**src/sa_div.sv**
```systemverilog
// Restoring divider, 64-bit dividend by 32-bit divisor, one quotient bit a cycle.
module sa_div (
    input  logic        i_clk,
    input  logic        i_rst_n,
    input  logic        i_start,
    input  logic [63:0] i_dividend,
    input  logic [31:0] i_divisor,
    output logic        o_done,
    output logic [63:0] o_quotient
);
    logic        r_busy;
    logic        r_done;
    logic [5:0]  r_cnt;
    logic [31:0] r_rem;
    logic [63:0] r_quo;
    logic [31:0] r_den;
    logic [32:0] rem_sh;
    logic        ge;
    logic [32:0] diff;

    always_comb begin
        rem_sh = {r_rem, r_quo[63]};
        ge     = rem_sh >= {1'b0, r_den};
        diff   = rem_sh - {1'b0, r_den};
    end

    always_ff @(posedge i_clk) begin
        if (!i_rst_n) begin
            r_busy <= 1'b0;
            r_done <= 1'b0;
            r_cnt  <= '0;
        end else begin
            r_done <= 1'b0;
            if (i_start) begin
                r_busy <= 1'b1;
                r_cnt  <= 6'd63;
            end else if (r_busy) begin
                r_cnt <= r_cnt - 6'd1;
                if (r_cnt == 6'd0) begin
                    r_busy <= 1'b0;
                    r_done <= 1'b1;
                end
            end
        end
    end

    always_ff @(posedge i_clk) begin
        if (i_start) begin
            r_rem <= '0;
            r_quo <= i_dividend;
            r_den <= i_divisor;
        end else if (r_busy) begin
            r_rem <= ge ? diff[31:0] : rem_sh[31:0];
            r_quo <= {r_quo[62:0], ge};
        end
    end

    assign o_done     = r_done;
    assign o_quotient = r_quo;
endmodule

```
**config.mk**
```make
export PLATFORM = sky130hd
export DESIGN_NAME = sa_div
export DESIGN_NICKNAME = d
export VERILOG_FILES = /design/src/sa_div.sv
export SDC_FILE = /design/constraint.sdc
export NUM_CORES = 1
export LEC_CHECK = 0
export ABC_AREA = 1
export BUFFER_PORTS_ARGS = -buffer_cell sky130_fd_sc_hd__buf_4
export CAP_MARGIN = 5
export CORE_MARGIN = 4
export CORE_UTILIZATION = 30
export CTS_CLUSTER_DIAMETER = 100
export DETAILED_ROUTE_END_ITERATION = 10
export HOLD_SLACK_MARGIN = 0.03
export SLEW_MARGIN = 10
export SYNTH_ARGS = -nofsm -noshare
export SYNTH_HDL_FRONTEND = slang
export SYNTH_SLANG_ARGS = --single-unit
export TNS_END_PERCENT = 30
```
**constraint.sdc**
```tcl
create_clock -name i_clk -period 5.54 [get_ports i_clk]
set_input_delay 1.108 -clock i_clk [delete_from_list [all_inputs] [get_ports i_clk]]
set_output_delay 1.108 -clock i_clk [all_outputs]
set_load 0.02 [all_outputs]
```
# Yosys cells after proc, flatten, opt, wreduce, memory -nomap -nowiden
# Cells that the tools add are included.
word_totals:
  register_bits: 136
  input_bits: 99
  output_inout_bits: 65
  word_cells: 23
classes:
  addsub: 2
  n_lt_le_gt_ge: 1
  mux: 9
  bitwise_logic: 2
  reduce_logical: 3
op_table:
  columns: ["operator", "n"]
  rows:
  - ["64-bit 2-to-1 mux", 2]
  - ["33-bit by 32-bit >= comparator with 1-bit output", 1]
  - ["32-bit 2-to-1 mux", 1]
  - ["32-bit subtractor", 1]
  - ["6-bit 2-to-1 mux", 2]
  - ["6-bit zero test", 1]
  - ["6-bit by 1-bit subtractor with 6-bit output (second input constant)", 1]
  - ["1-bit 2-to-1 mux", 4]
  - ["3-bit OR reduction", 1]
  - ["1-bit NOT", 2]
  - ["2-bit nonzero test", 1]

# Depth between registers and ports, before layout
depth:
  word_depth: 4
  mapped_depth: 17
  mapped_depth_nobuf: 16

# Least setup slack after synthesis
# OpenSTA, ideal clock, no wires.
synth_timing:
  path_kind: "input port to flip-flop"
  from: "input port i_start"
  to: "register r_quo[0] (netlist: o_quotient[0]), enable pin"
  setup_ps: 418
  arrival_ps: 2863
  required_time_ps: 5122
  slack_ps: 2259
  path_stages: 4
  path_buffers: 2
  path_cell_list: "clkbuf_1 -> nor2_1 -> clkbuf_1 -> inv_1"
synth_between:
  elab_chain_len: 1
synth_rtl:
  columns: ["element", "line", "text"]
  rows:
  - ["start: declaration", "5", "input logic i_start,"]
  - ["2-bit nonzero test (no source line)", null, null]
  - ["end signal: assignment", "50", "r_quo <= i_dividend;"]
  - ["end signal: assignment", "54", "r_quo <= {r_quo[62:0], ge};"]
  - ["end: declaration", "15", "logic [63:0] r_quo;"]
# No other way between the ends.
# A chain may end at the register's enable or synchronous reset.

==> results.yml <==
outcome:
  status: "finished clean"
worst_hold_path:
  holdPathEnd: "r_rem[30]"
  hp-class: "flop to flop"
  hold_depth: 2
  min-delay-start: "r_rem[30]"
pwr:
  power_density_nw_per_um2: 266.1
  p_leak_nw: 5.465
  vdd_ir_drop_max_v: 0.0001484
  total_power_mw: 2.792
timing:
  tightest_slew_ns: 0.9539
  final-hold-violation-count: 0
  fin_worst_skew_ns: 0.01416
  max_freq_ghz: 0.3497
  rsz0062_at_grt: "no"
  max-slew-margin-rel_pct: 36.41
  tns_ns: 0
  setup_viol: 0
  finalCriticalPeriod_ns: 2.860
  drv_slew: 0
  hold_slack_ns: 0.4711
  post-route-period-util_pct: 51.62
yosys:
  synth_fa_ha_area_share_pct: 5.317
  netlist.area_leader.share_pct: 34.41
  syn_area_um2: 8378
  syn_inst: 1114
  synth.top_cells.by_area: "edfxtp_1, nand2_1, dfxtp_1"
  synth-xor-area-share_pct: 1.568
  synth_cell_types: 37
  synth_compound_area_share_pct: 2.240
  syn_nets: 1248
  synth_top_area_cell: "edfxtp_1"
  yosys_warnings: 0
  ys_ff_latch: 136
  synth_simple_gate_area_share_pct: 37.29
  syn_area_per_cell_um2: 7.521
  synth_top_family_by_area: "simple AND/OR/NAND/NOR gates"
  ys_seq_area_share_pct: 43.97
  muxShareOfSynthArea_pct: 0
finish:
  drive_gt1_share_pct: 20.81
  fin_nets: 1404
  antennaDiodeCount: 0
  final_cell_mix: "nand2_1, buf_4, inv_1"
  area_growth_pct: 25.21
  fin_cells: 1655
  layout_commonest_cell: "nand2_1"
  final_core_util_pct: 38.60
global_route:
  globalRouteOverflowTotal: 0
  grt_pass1_vias: 7263
  grt_pass1_wl_mm: 36.96
  grtUsageTotal_pct: 14.84
  grt_max_degree: 88
  antenna_found_initial: 0
clock_tree:
  ctsHoldBuffers: 0
  root_buffer: "clkbuf_16"
  cts_tree: "done"
  clock_latency_ns: 0.43
  cts_buffers: 17
  path_clk_slew_ns: 0.07
  cts_sinks: 136
  postCtsSetupRepairBufs: 0
  cts-htree-levels: 4
  cts_resized: 0
  clock_path_buffers: 2
place:
  io_buffers: 163
  place_inst: 1623
  gp_congestion: 0.9352
  dpl.hpwl_mm: 16.61
route:
  via_per_inst: 4.434
  wl_mm: 22.73
  final_antenna_net_count: 0
  drc: 0
  dr.first_iter.drc_count: 409
  vias: 7339
  drtPass1Iterations: 5
  wl_per_cell_um: 13.73
floorplanning:
  row_count: 60
  dieArea_um2: 30670
  dieWidth_um: 175.1
  initial_core_util_pct: 30.83
  die_h_um: 175.1
  io_pins: 164
  core-area_um2: 27180
critical_path:
  crit_path_end_kind: "flop"
  worst_ep_required_time_ns: 5.91
  worstPathArrival_ns: 3.23
  crit_fanout: 68
  r2r-end: "r_rem[19]"
  r2r_setup_slack_ns: 2.92
  start_kind: "input port"
  reg2reg_depth: 15
  timing.rr.start: "r_den[22]"
  critPathKind: "input port to flop"
flow_run:
  maxCapViolCount: 0
-- area by class of cell --
cell class,count,area (um^2)
Clock buffer,17,425.4
Fill cell,2882,16690
Sequential cell,136,3684
Tap cell,372,465.4
Multi-Input combinational cell,785,3891
Clock inverter,15,155.1
Inverter,162,608.1
Timing Repair Buffer,168,1261
-- registers in the layout, summed over array words and instances, names as in the netlist --
signal      flops
r_den          32
r_rem          32
r_cnt           6
o_done          1
r_busy          1
o_quotient     64
-- cell usage after synthesis (all sizes together) --
cell / instances
nor3: 7
edfxtp: 96
clkinv: 1
o31ai: 1
buf: 14
dfxtp: 40
nand2: 547
nand3: 51
fa: 1
nand4: 3
a221oi: 1
nand3b: 44
xor2: 1
nor2: 45
inv: 161
xnor2: 14
a21oi: 23
and2: 4
a211oi: 2
ha: 34
a31oi: 1
o21ai: 4
clkbuf: 17
o21bai: 2
-- through the flow --
stage / worst slack (ns) / instance area [um^2]
final: 2.680 / 10490
after global routing: 2.471 / 10490
after CTS: 2.674 / 10490
after detailed placement: 2.221 / 9910
after global placement: 2.304 / 9910
after floorplan: 2.259 / 8378
-- routing by layer --
metal  global-route usage (%)  part of all wire [%]  vias to the layer above
met1                    20.00                    48                     3299
met2                    22.87                    43                      234
met5                        0                     0                        -
met4                    3.797                   1.5                        0
met3                    5.106                   7.7                       29
li1                         -                     -                     3777
-- logic make-up (layout without fill, tap and decap cells) --
group                    after synthesis  in the layout
AND/OR/NAND/NOR                      701            701
buffers and inverters                193            362
AO/OA/AOI/OAI                         34             34
flip-flops                           136            136
XOR/XNOR                              15             15
adder cells (fa/ha/maj)               35             35
-- worst max path at each step --
| stage | from | to | slack, ns | cells past startpoint |
|---|---|---|---|---|
| after global placement | i_start | r_rem[31] | 2.30 | 8 |
| after floorplan | i_start | o_quotient[0] | 2.26 | 4 |
| after detailed placement | i_start | r_rem[16] | 2.22 | 8 |
| after CTS | i_start | r_rem[16] | 2.67 | 8 |
| final | i_start | r_rem[16] | 2.68 | 8 |
| after global routing | i_start | r_rem[16] | 2.47 | 8 |
-- power by group --
group / switching, mW / total, mW / internal, mW / leakage (nW)
clock network: 0.538 / 1.14 / 0.603 / 0.283
registers: 0.0424 / 1.22 / 1.18 / 1.29
logic: 0.255 / 0.428 / 0.173 / 3.89
-- critical path, cell delays in order --
cell and delay [ns]:
buf_4 0.18, inv_2 0.06, buf_4 0.53, nand2_1 0.19, inv_1 0.50, buf_4 0.40, nand3_1 0.13, nand2_1 0.07
No activity file was read; power rests on OpenSTA's default activity.
