### config.mk
export PLATFORM = sky130hd
export DESIGN_NAME = sa_isqrt
export DESIGN_NICKNAME = d
export VERILOG_FILES = /design/src/sa_isqrt.sv
export SDC_FILE = /design/constraint.sdc
export NUM_CORES = 1
export LEC_CHECK = 0
export ABC_AREA = 1
export BUFFER_PORTS_ARGS = -buffer_cell sky130_fd_sc_hd__buf_2
export CORE_UTILIZATION = 30
export CTS_BUF_LIST = sky130_fd_sc_hd__clkbuf_8
export DETAILED_ROUTE_END_ITERATION = 8
export PLACE_DENSITY_LB_ADDON = 0.2
export RECOVER_POWER = 50
export SKIP_LAST_GASP = 1
export SLEW_MARGIN = 20
export SYNTH_ARGS = -nofsm -noshare
export SYNTH_HDL_FRONTEND = slang
export SYNTH_SLANG_ARGS = --single-unit
### constraint.sdc
create_clock -name i_clk -period 7.1 [get_ports i_clk]
set_input_delay 0.355 -clock i_clk [delete_from_list [all_inputs] [get_ports i_clk]]
set_output_delay 0.355 -clock i_clk [all_outputs]
set_load 0.03 [all_outputs]
### src/sa_isqrt.sv
// Integer square root of a 64-bit value, two radicand bits a cycle.
module sa_isqrt (
    input  logic        i_clk,
    input  logic        i_rst_n,
    input  logic        i_start,
    input  logic [63:0] i_value,
    output logic        o_done,
    output logic [31:0] o_root
);
    logic        r_busy;
    logic        r_done;
    logic [4:0]  r_cnt;
    logic [63:0] r_n;
    logic [33:0] r_rem;
    logic [31:0] r_root;
    logic [35:0] rem_sh;
    logic [35:0] trial;
    logic        ge;
    logic [35:0] diff;

    always_comb begin
        rem_sh = {r_rem, r_n[63:62]};
        trial  = {2'b00, r_root, 2'b01};
        ge     = rem_sh >= trial;
        diff   = rem_sh - trial;
    end

    always_ff @(posedge i_clk) begin
        if (!i_rst_n) begin
            r_busy <= 1'b0;
            r_done <= 1'b0;
            r_cnt  <= '0;
        end else begin
            r_done <= 1'b0;
            if (i_start) begin
                r_busy <= 1'b1;
                r_cnt  <= 5'd31;
            end else if (r_busy) begin
                r_cnt <= r_cnt - 5'd1;
                if (r_cnt == 5'd0) begin
                    r_busy <= 1'b0;
                    r_done <= 1'b1;
                end
            end
        end
    end

    always_ff @(posedge i_clk) begin
        if (i_start) begin
            r_n    <= i_value;
            r_rem  <= '0;
            r_root <= '0;
        end else if (r_busy) begin
            r_n    <= {r_n[61:0], 2'b00};
            r_rem  <= ge ? diff[33:0] : rem_sh[33:0];
            r_root <= {r_root[30:0], ge};
        end
    end

    assign o_done = r_done;
    assign o_root = r_root;
endmodule
Word-level counts from Yosys, hierarchy flattened --
Cells that the tools add are included.
Word-level totals: register bits after elaboration 137, latch bits 0, bits in writable memories 0, bits in read-only memories 0, output and inout port bits 33, memories kept 0
Cells by class: add/subtract/negate cells 2, $mul 0, div/mod/pow operators 0, $lt $le $gt $ge 1, equal/unequal tests 0, shifts and indexed selects 0, muxes and demuxes 9, bitwise gates (word level) 2, reductions and logical operators 3
Operator list (number):
- 64-bit 2-to-1 mux | 2
- 36-bit by 34-bit greater-or-equal comparator with 1-bit output | 1
- 34-bit 2-to-1 mux | 1
- 34-bit subtractor | 1
- 5-bit 2-to-1 mux | 2
- 5-bit zero test | 1
- 5-bit by 1-bit subtractor with 5-bit output (second input constant) | 1
- 1-bit 2-to-1 mux | 4
- 3-bit OR reduction | 1
- 1-bit NOT | 2
- 2-bit nonzero test | 1

Depth between registers and ports, before layout --
Gate-level depths: netlist of run 1.
depth after elaboration 4, mapped depth 17, gate-level depth less buffers 17

Least setup slack after synthesis of run 1 --
No wires, ideal clock.
kind input-to-reg, start point input i_start, end point register r_n[0] (enable), arrival time 2738 ps, data required time 6646 ps, path slack 3909 ps, cell stages on the path 4, path buffers 2, cells stage by stage clkbuf_1 > nor2_1 > clkinv_1 > clkbuf_1
On the way: cells in the longest elaborated chain, start to end 1
Ends and longest elaborated chain:
- start: declaration | RTL line 5 | input logic i_start,
- 2-bit nonzero test (no line)
- end signal: assignment | RTL line 50 | r_n <= i_value;
- end signal: assignment | RTL line 54 | r_n <= {r_n[61:0], 2'b00};
- end: declaration | RTL line 13 | logic [63:0] r_n;
Every way passes these cells. A chain may end at the register's enable or synchronous reset.

Worst setup path in the final report of run 1 --
start point register r_busy, end point register r_done (netlist: o_done)
On the way: cells in the longest elaborated chain, start to end 2
Ends and longest elaborated chain:
- start: declaration | RTL line 10 | logic r_busy;
- start signal: assignment | RTL line 30 | r_busy <= 1'b0;
- start signal: assignment | RTL line 36 | r_busy <= 1'b1;
- start signal: assignment | RTL line 41 | r_busy <= 1'b0;
- 1-bit NOT (no line)
- 3-bit OR reduction (no line)
- end signal: assignment | RTL line 31 | r_done <= 1'b0;
- end signal: assignment | RTL line 34 | r_done <= 1'b0;
- end signal: assignment | RTL line 42 | r_done <= 1'b1;
- end: declaration | RTL line 11 | logic r_done;
Every way passes these cells.

==> results by group, run 1 <==
Place
  – PortBufs: 99
  – Place WS: 4.09 ns
  – Placed Area: 0.00901 mm^2
  – Post-DP HPWL: 16300 um
  – GP Congestion: 0.906

Yosys
  – #FFs+latches synth: 137
  – Mean post-synth cell area: 6.99 um^2
  – Synthesis warning total: 0
  – Top cells by area, synth: nand2_1 25%, edfxtp_1 23%, dfxtp_1 18%, inv_1 6.7%, ha_1 5.5%
  – Synth unique cells: 39
  – Post-synth EDFFs: 64
  – Top FF cell, synth: dfxtp_1
  – Synth Cell Area: 0.00820 mm^2
  – Syn Nets: 1276
  – Mapped Cells: 1173
  – Sequential area share after synthesis: 41.3%
  – Yosys top cell area share: 24.7%
  – Synth area leader: nand2_1
  – Async SR Flop Fraction: 0%

Run status
  – Status: finished, violations left
  – Violated checks: capacitance limit, slew limit

Layout
  – Multi-input combinational cell area: 0.00409 mm^2
  – Register area: 0.00338 mm^2
  – Final instance area: 0.00937 mm^2
  – Net count of the finished layout: 1366
  – Filler Cell Count: 2990
  – Share of cells above drive strength 1: 9.95%
  – Area grow syn2layout: 14.3%

Timing
  – Final clock skew: 0.0225 ns
  – Fin crit share: 51.8%
  – Final setup TNS: 0 ns
  – # setup viols final: 0
  – Max-slew headroom: -34.6%
  – Final setup margin: 3.42 ns
  – RSZ-0062 raised after global routing: false
  – Worst slew pin tran: 2.02 ns
  – WHS: 0.121 ns
  – Final Hold Fails: 0
  – Fin. max-slew vios: 88
  – Crit path time final: 3.68 ns
  – Fmax: 0.272 GHz

Die
  – Starting density of the core: 30.5%
  – Core Area: 0.0269 mm^2
  – Die Span X: 167 um
  – IO Pins: 100
  – Die Ht: 167 um
  – Die Area: 0.0280 mm^2
  – FP Rows: 60

Clocking
  – CTS Buffer Depth: 2
  – Post-CTS Resized: 0
  – H-Tree Depth: 4
  – TritonCTS clock tree: built
  – CTS sink cnt: 137
  – Post-CTS Repair Setup Buffers: 0
  – CTS Buf Count: 17
  – Hold Buf Count CTS: 0
  – Clock Tree Root: clkbuf_8
  – Clock-pin transition on the worst setup and hold timing paths: 0.12 ns
  – Clk Latency, worst-skew pair: 0.48 ns

Setup path
  – Crit end category: flop
  – Crit-path leading delay family: buffers and inverters
  – R2R depth: 6
  – Crit path cell chain: inv_1 > nor2_1 > clkbuf_1 > inv_1 > clkbuf_1 > nor3_1
  – Buf+Inv Stages, Crit Path: 4
  – Reg-to-Reg End: o_done
  – Crit path launch type: flop
  – R2R setup slack: 3.42 ns
  – Crit path max fanout: 37
  – Critical path type: flop to flop
  – Slowest cell on the critical path: clkbuf_1
  – Worst path max stage delay: 1.34 ns
  – WP data arrival: 4.06 ns
  – Cell depth of the worst setup path: 6
  – CP required: 7.48 ns
  – Worst r2r src: r_busy

Hold path
  – Hold Crit Class: primary input to flop
  – Min-Delay Endpoint: r_n[1]
  – WHS Path Cells: 3
  – Critical hold path startpoint: i_value[1]

Detailed routing
  – Detail Route Antenna Nets: 0
  – Pre-Repair DR Iteration Count: 5
  – Via Count: 7247
  – Total wire length: 22000 um
  – Drt wl/cell: 13.6 um
  – Drt first-iter violations: 331
  – DR vias/cell: 4.48
  – # DRC: 0

Global routing
  – Gr usage total: 16.0%
  – First-pass GRT wire length: 36000 um
  – Total grt overflow: 0
  – Initial antenna violation count: 0
  – Largest net degree at the start of global routing: 70
  – Vias in the first global route: 7063

Power and ir drop
  – Power consumption: 4.53 mW
  – P per Cell Area: 484 mW/mm^2
  – Peak VDD IR: 0.223 mV
  – Pleak: 4.80 nW

Run
  – Max Cap Violations: 2
## metrics by stage
stage | cells | util, %
6_report | 1618 | 34.9
5_1_grt | 1617 | 34.9
4_1_cts | 1617 | 35.1
3_5_place_dp | 1585 | 33.5
3_3_place_gp | 1585 | 33.5
2_1_floorplan | 1173 | -
## synthesized netlist by cell type, types with 6 or more instances
library cell  number
a21oi_1           28
clkbuf_1          26
dfxtp_1           73
edfxtp_1          64
ha_1              36
inv_1            147
nand2_1          540
nand2_2            7
nand3_1           67
nand3b_1          20
nand4_1            9
nor2_1            49
nor2_2             7
o21ai_0           16
o21bai_1           6
o22ai_1           31
xnor2_1            8
xor2_1             7
## cell families after synthesis
logic type / share of synthesized area, %
xor gates and xnor gates: 1.60
DFF: 41.3
buffers and inverters: 8.88
AOI/OAI and AO/OA: 6.36
adders and majority gates: 5.49
and+or+nand+nor: 36.4
## layout make-up
class,instances,area share (%)
well taps,341,4.55
repair buffers,105,5.21
clock buffers,17,2.50
multi-input cells,853,43.6
flip-flops and latches,137,36.1
diodes,1,0.0267
clock inverters,15,1.99
inverters,149,5.98
## cells in the final DEF (no fill, tap or decap), types with 28 or more instances in the layout
cell      synthesis  routed
ha_1             36      36
a21oi_1          28      28
nor2_1           49      49
nand3_1          67      67
buf_2             3      66
clkbuf_1         26      36
dfxtp_1          73      73
inv_1           147     146
nand2_1         540     540
o22ai_1          31      31
edfxtp_1         64      64
## routing by layer
metal	track usage, %	vias to the layer above	routed length, um
met5	0	-	0
met4	4.55	0	343
met3	3.26	19	923
met2	25.0	156	9550
met1	22.2	3183	11200
li1	-	3889	-
## worst max-delay path by stage
| stage | from | end | slack, ns |
|---|---|---|---|
| after global placement | i_start | r_n[32] | 4.10 |
| after floorplan | i_start | r_n[0] | 3.91 |
| after detailed placement | i_start | r_n[30] | 4.09 |
| final | r_busy | o_done | 3.42 |
| after CTS | o_root[17] | r_rem[26] | 4.28 |
| after global routing | r_busy | o_done | 3.01 |
## state kept, by name, summed over array words and instances, names as in the netlist
register / cells
r_rem: 34
o_root: 32
r_n: 64
o_done: 1
r_cnt: 5
r_busy: 1
## worst min-delay path: cells and delay by family
kind / cells / cell delay (ns)
buffers and inverters: 2 / 0.11
and+or+nand+nor: 1 / 0.04
## power by group
part	leakage, nW	switching (mW)	internal, mW	total [mW]
logic	3.34	1.95	0.911	2.86
clock network	0.211	0.403	0.273	0.676
registers	1.25	0.0589	0.940	0.999
(Power assumes the default switching activity.)
==> run 2, diff against run 1 <==
Clock period 7.1 ns to 3.25 ns, I/O delays scaled along.
==> results by group, run 2 (synthesis results as in run 1) <==
Setup path
  – Slowest cell on the critical path: ha_1 (was clkbuf_1)
  – Worst path max stage delay: 0.37 ns (was 1.34 ns)
  – Crit path cell chain: inv_1 > ha_1 > a21oi_1 > nand2_1 > a21oi_2 > nand2_1 > nand2_1 > nand4_4 > buf_4 > nand2_1 > nand2_1 > nand2_1 > nand2_1 (was inv_1 > nor2_1 > clkbuf_1 > inv_1 > clkbuf_1 > nor3_1)
  – Crit path max fanout: 23 (was 37)
  – Crit end category: flop (unchanged)
  – Crit path launch type: flop (unchanged)
  – WP data arrival: 3.08 ns (was 4.06 ns)
  – Buf+Inv Stages, Crit Path: 2 (was 4)
  – Crit-path leading delay family: simple AND/OR/NAND/NOR gates (was buffers and inverters)
  – CP required: 3.60 ns (was 7.48 ns)
  – Critical path type: flop to flop (unchanged)
  – Most used cell, CP: nand2_1

Clocking
  – Clk Latency, worst-skew pair: 0.48 ns (about the same)
  – H-Tree Depth: 4 (unchanged)
  – Clock Tree Root: clkbuf_8 (unchanged)
  – Post-CTS Resized: 0 (unchanged)
  – Clock-pin transition on the worst setup and hold timing paths: 0.10 ns (was 0.12 ns)
  – CTS Buf Count: 17 (unchanged)
  – TritonCTS clock tree: built (unchanged)
  – CTS sink cnt: 137 (unchanged)
  – CTS Buffer Depth: 2 (unchanged)

Detailed routing
  – DR vias/cell: 4.53 (was 4.48)
  – Via Count: 7629 (was 7247)
  – Total wire length: 23400 um (was 22000 um)
  – Detail Route Antenna Nets: 0 (unchanged)
  – Drt first-iter violations: 407 (was 331)
  – Pre-Repair DR Iteration Count: 4 (was 5)
  – Drt wl/cell: 13.9 um (was 13.6 um)
  – # DRC: 0 (unchanged)

Timing
  – Max-slew headroom: -20.0% (was -34.6%)
  – Worst slew pin tran: 1.80 ns (was 2.02 ns)
  – Crit path time final: 2.73 ns (was 3.68 ns)
  – RSZ-0062 raised after global routing: false (unchanged)
  – Fmax: 0.367 GHz (was 0.272 GHz)
  – Final clock skew: 0.0250 ns (was 0.0225 ns)
  – Final setup margin: 0.525 ns (was 3.42 ns)
  – Final setup TNS: 0 ns (unchanged)
  – # setup viols final: 0 (unchanged)
  – Final Hold Fails: 0 (unchanged)
  – Fin crit share: 83.9% (was 51.8%)
  – Fin. max-slew vios: 37 (was 88)

Layout
  – Net count of the finished layout: 1432 (was 1366)
  – N_diodes: 0 (was 1)
  – Area grow syn2layout: 22.5% (was 14.3%)
  – Largest reg by FF count: r_n (unchanged)
  – Commonest non-fill, non-tap cell in the layout: nand2_1 (unchanged)
  – Largest register FFs: 64 (unchanged)
  – Util after Layout: 37.4% (was 34.9%)
  – Filler Cell Count: 2934 (was 2990)
  – Filler-free cell count of the finished design: 1683 (was 1618)
  – Most frequent cells in the layout: 540 x nand2_1, 146 x inv_1, 73 x dfxtp_1 (unchanged)
  – Share of cells above drive strength 1: 9.76% (was 9.95%)

Place
  – Place WS: 0.576 ns (was 4.09 ns)
  – PortBufs: 99 (unchanged)
  – GP Congestion: 0.914 (was 0.906)
  – Post-DP HPWL: 16600 um (was 16300 um)
  – Dpl cells: 1587 (was 1585)

Die
  – Die Area: 0.0280 mm^2 (unchanged)
  – IO Pins: 100 (unchanged)
  – Die Ht: 167 um (unchanged)
  – Die Span X: 167 um (unchanged)
  – Core Area: 0.0269 mm^2 (unchanged)
  – Starting density of the core: 30.5% (unchanged)
  – FP Rows: 60 (unchanged)

Hold path
  – Hold Crit Class: primary input to flop (unchanged)

Power and ir drop
  – Power consumption: 10.1 mW (was 4.53 mW)
  – P per Cell Area: 1010 mW/mm^2 (was 484 mW/mm^2)
  – Pleak: 5.08 nW (was 4.80 nW)
  – Peak VDD IR: 0.511 mV (was 0.223 mV)

Global routing
  – First-pass GRT wire length: 38500 um (was 36000 um)
  – Gr usage total: 17.2% (was 16.0%)
  – Vias in the first global route: 7608 (was 7063)
  – Largest net degree at the start of global routing: 81 (was 70)
  – Initial antenna violation count: 0 (unchanged)
  – Total grt overflow: 0 (unchanged)

Run
  – Max Cap Violations: 1 (was 2)

Run status
  – Status: finished, violations left (unchanged)
  – Violated checks: capacitance limit, slew limit (unchanged)
-- run 2: per-layer routing --
layer	vias up	wire length [um]	track usage, %
li1	4030	-	-
met1	3426	11400	22.6
met2	158	10800	28.8
met3	15	1060	3.90
met4	0	189	3.51
met5	-	0	0
-- run 2: worst register-to-register path, stage by stage, from the launching register on --
cell     delay, ns
dfxtp_1       0.34
inv_1         0.08
ha_1          0.37
a21oi_1       0.32
nand2_1       0.16
a21oi_2       0.22
nand2_1       0.09
nand2_1       0.10
nand4_4       0.34
buf_4         0.35
nand2_1       0.07
nand2_1       0.05
nand2_1       0.06
nand2_1       0.06
-- run 2: path summary, 6_finish.rpt --
check | slack, ns | depth (start not counted) | endpoint | startpoint
worst max-delay path | 0.52 | 13 | r_rem[8] | o_root[17]
worst min register to register | 0.46 | 2 | r_rem[33] | r_rem[33]
worst max register to register | 0.52 | 13 | r_rem[8] | o_root[17]
worst min-delay path | 0.03 | 3 | r_n[62] | i_value[62]
-- run 2: layout make-up --
type | count | area (um^2) | area share (%)
multi-input cells | 853 | 4090 | 40.7
flip-flops and latches | 137 | 3380 | 33.7
repair buffers | 171 | 1160 | 11.5
inverters | 149 | 561 | 5.58
well taps | 341 | 427 | 4.25
clock buffers | 17 | 234 | 2.33
clock inverters | 15 | 186 | 1.86
-- run 2: stage by stage --
step / area [um^2] / hold slack, ns
2_1_floorplan: 8200 / 0.287
3_3_place_gp: 9050 / 0.419
3_5_place_dp: 9050 / 0.427
4_1_cts: 10100 / 0.00600
5_1_grt: 10000 / 0.0129
6_report: 10000 / 0.0251
-- run 2: repair_timing --
item | 4_1_cts | 5_1_grt
endpoints found under the hold margin | 68 | 0
hold buffers | 64 | 0
setup buffers | 0 | 0
-- run 2: power breakdown --
| part | internal, mW | switching, mW |
|---|---|---|
| Clock | 0.601 | 0.903 |
| Sequential | 2.05 | 0.131 |
| Combinational | 2.10 | 4.33 |
| Total | 4.76 | 5.36 |
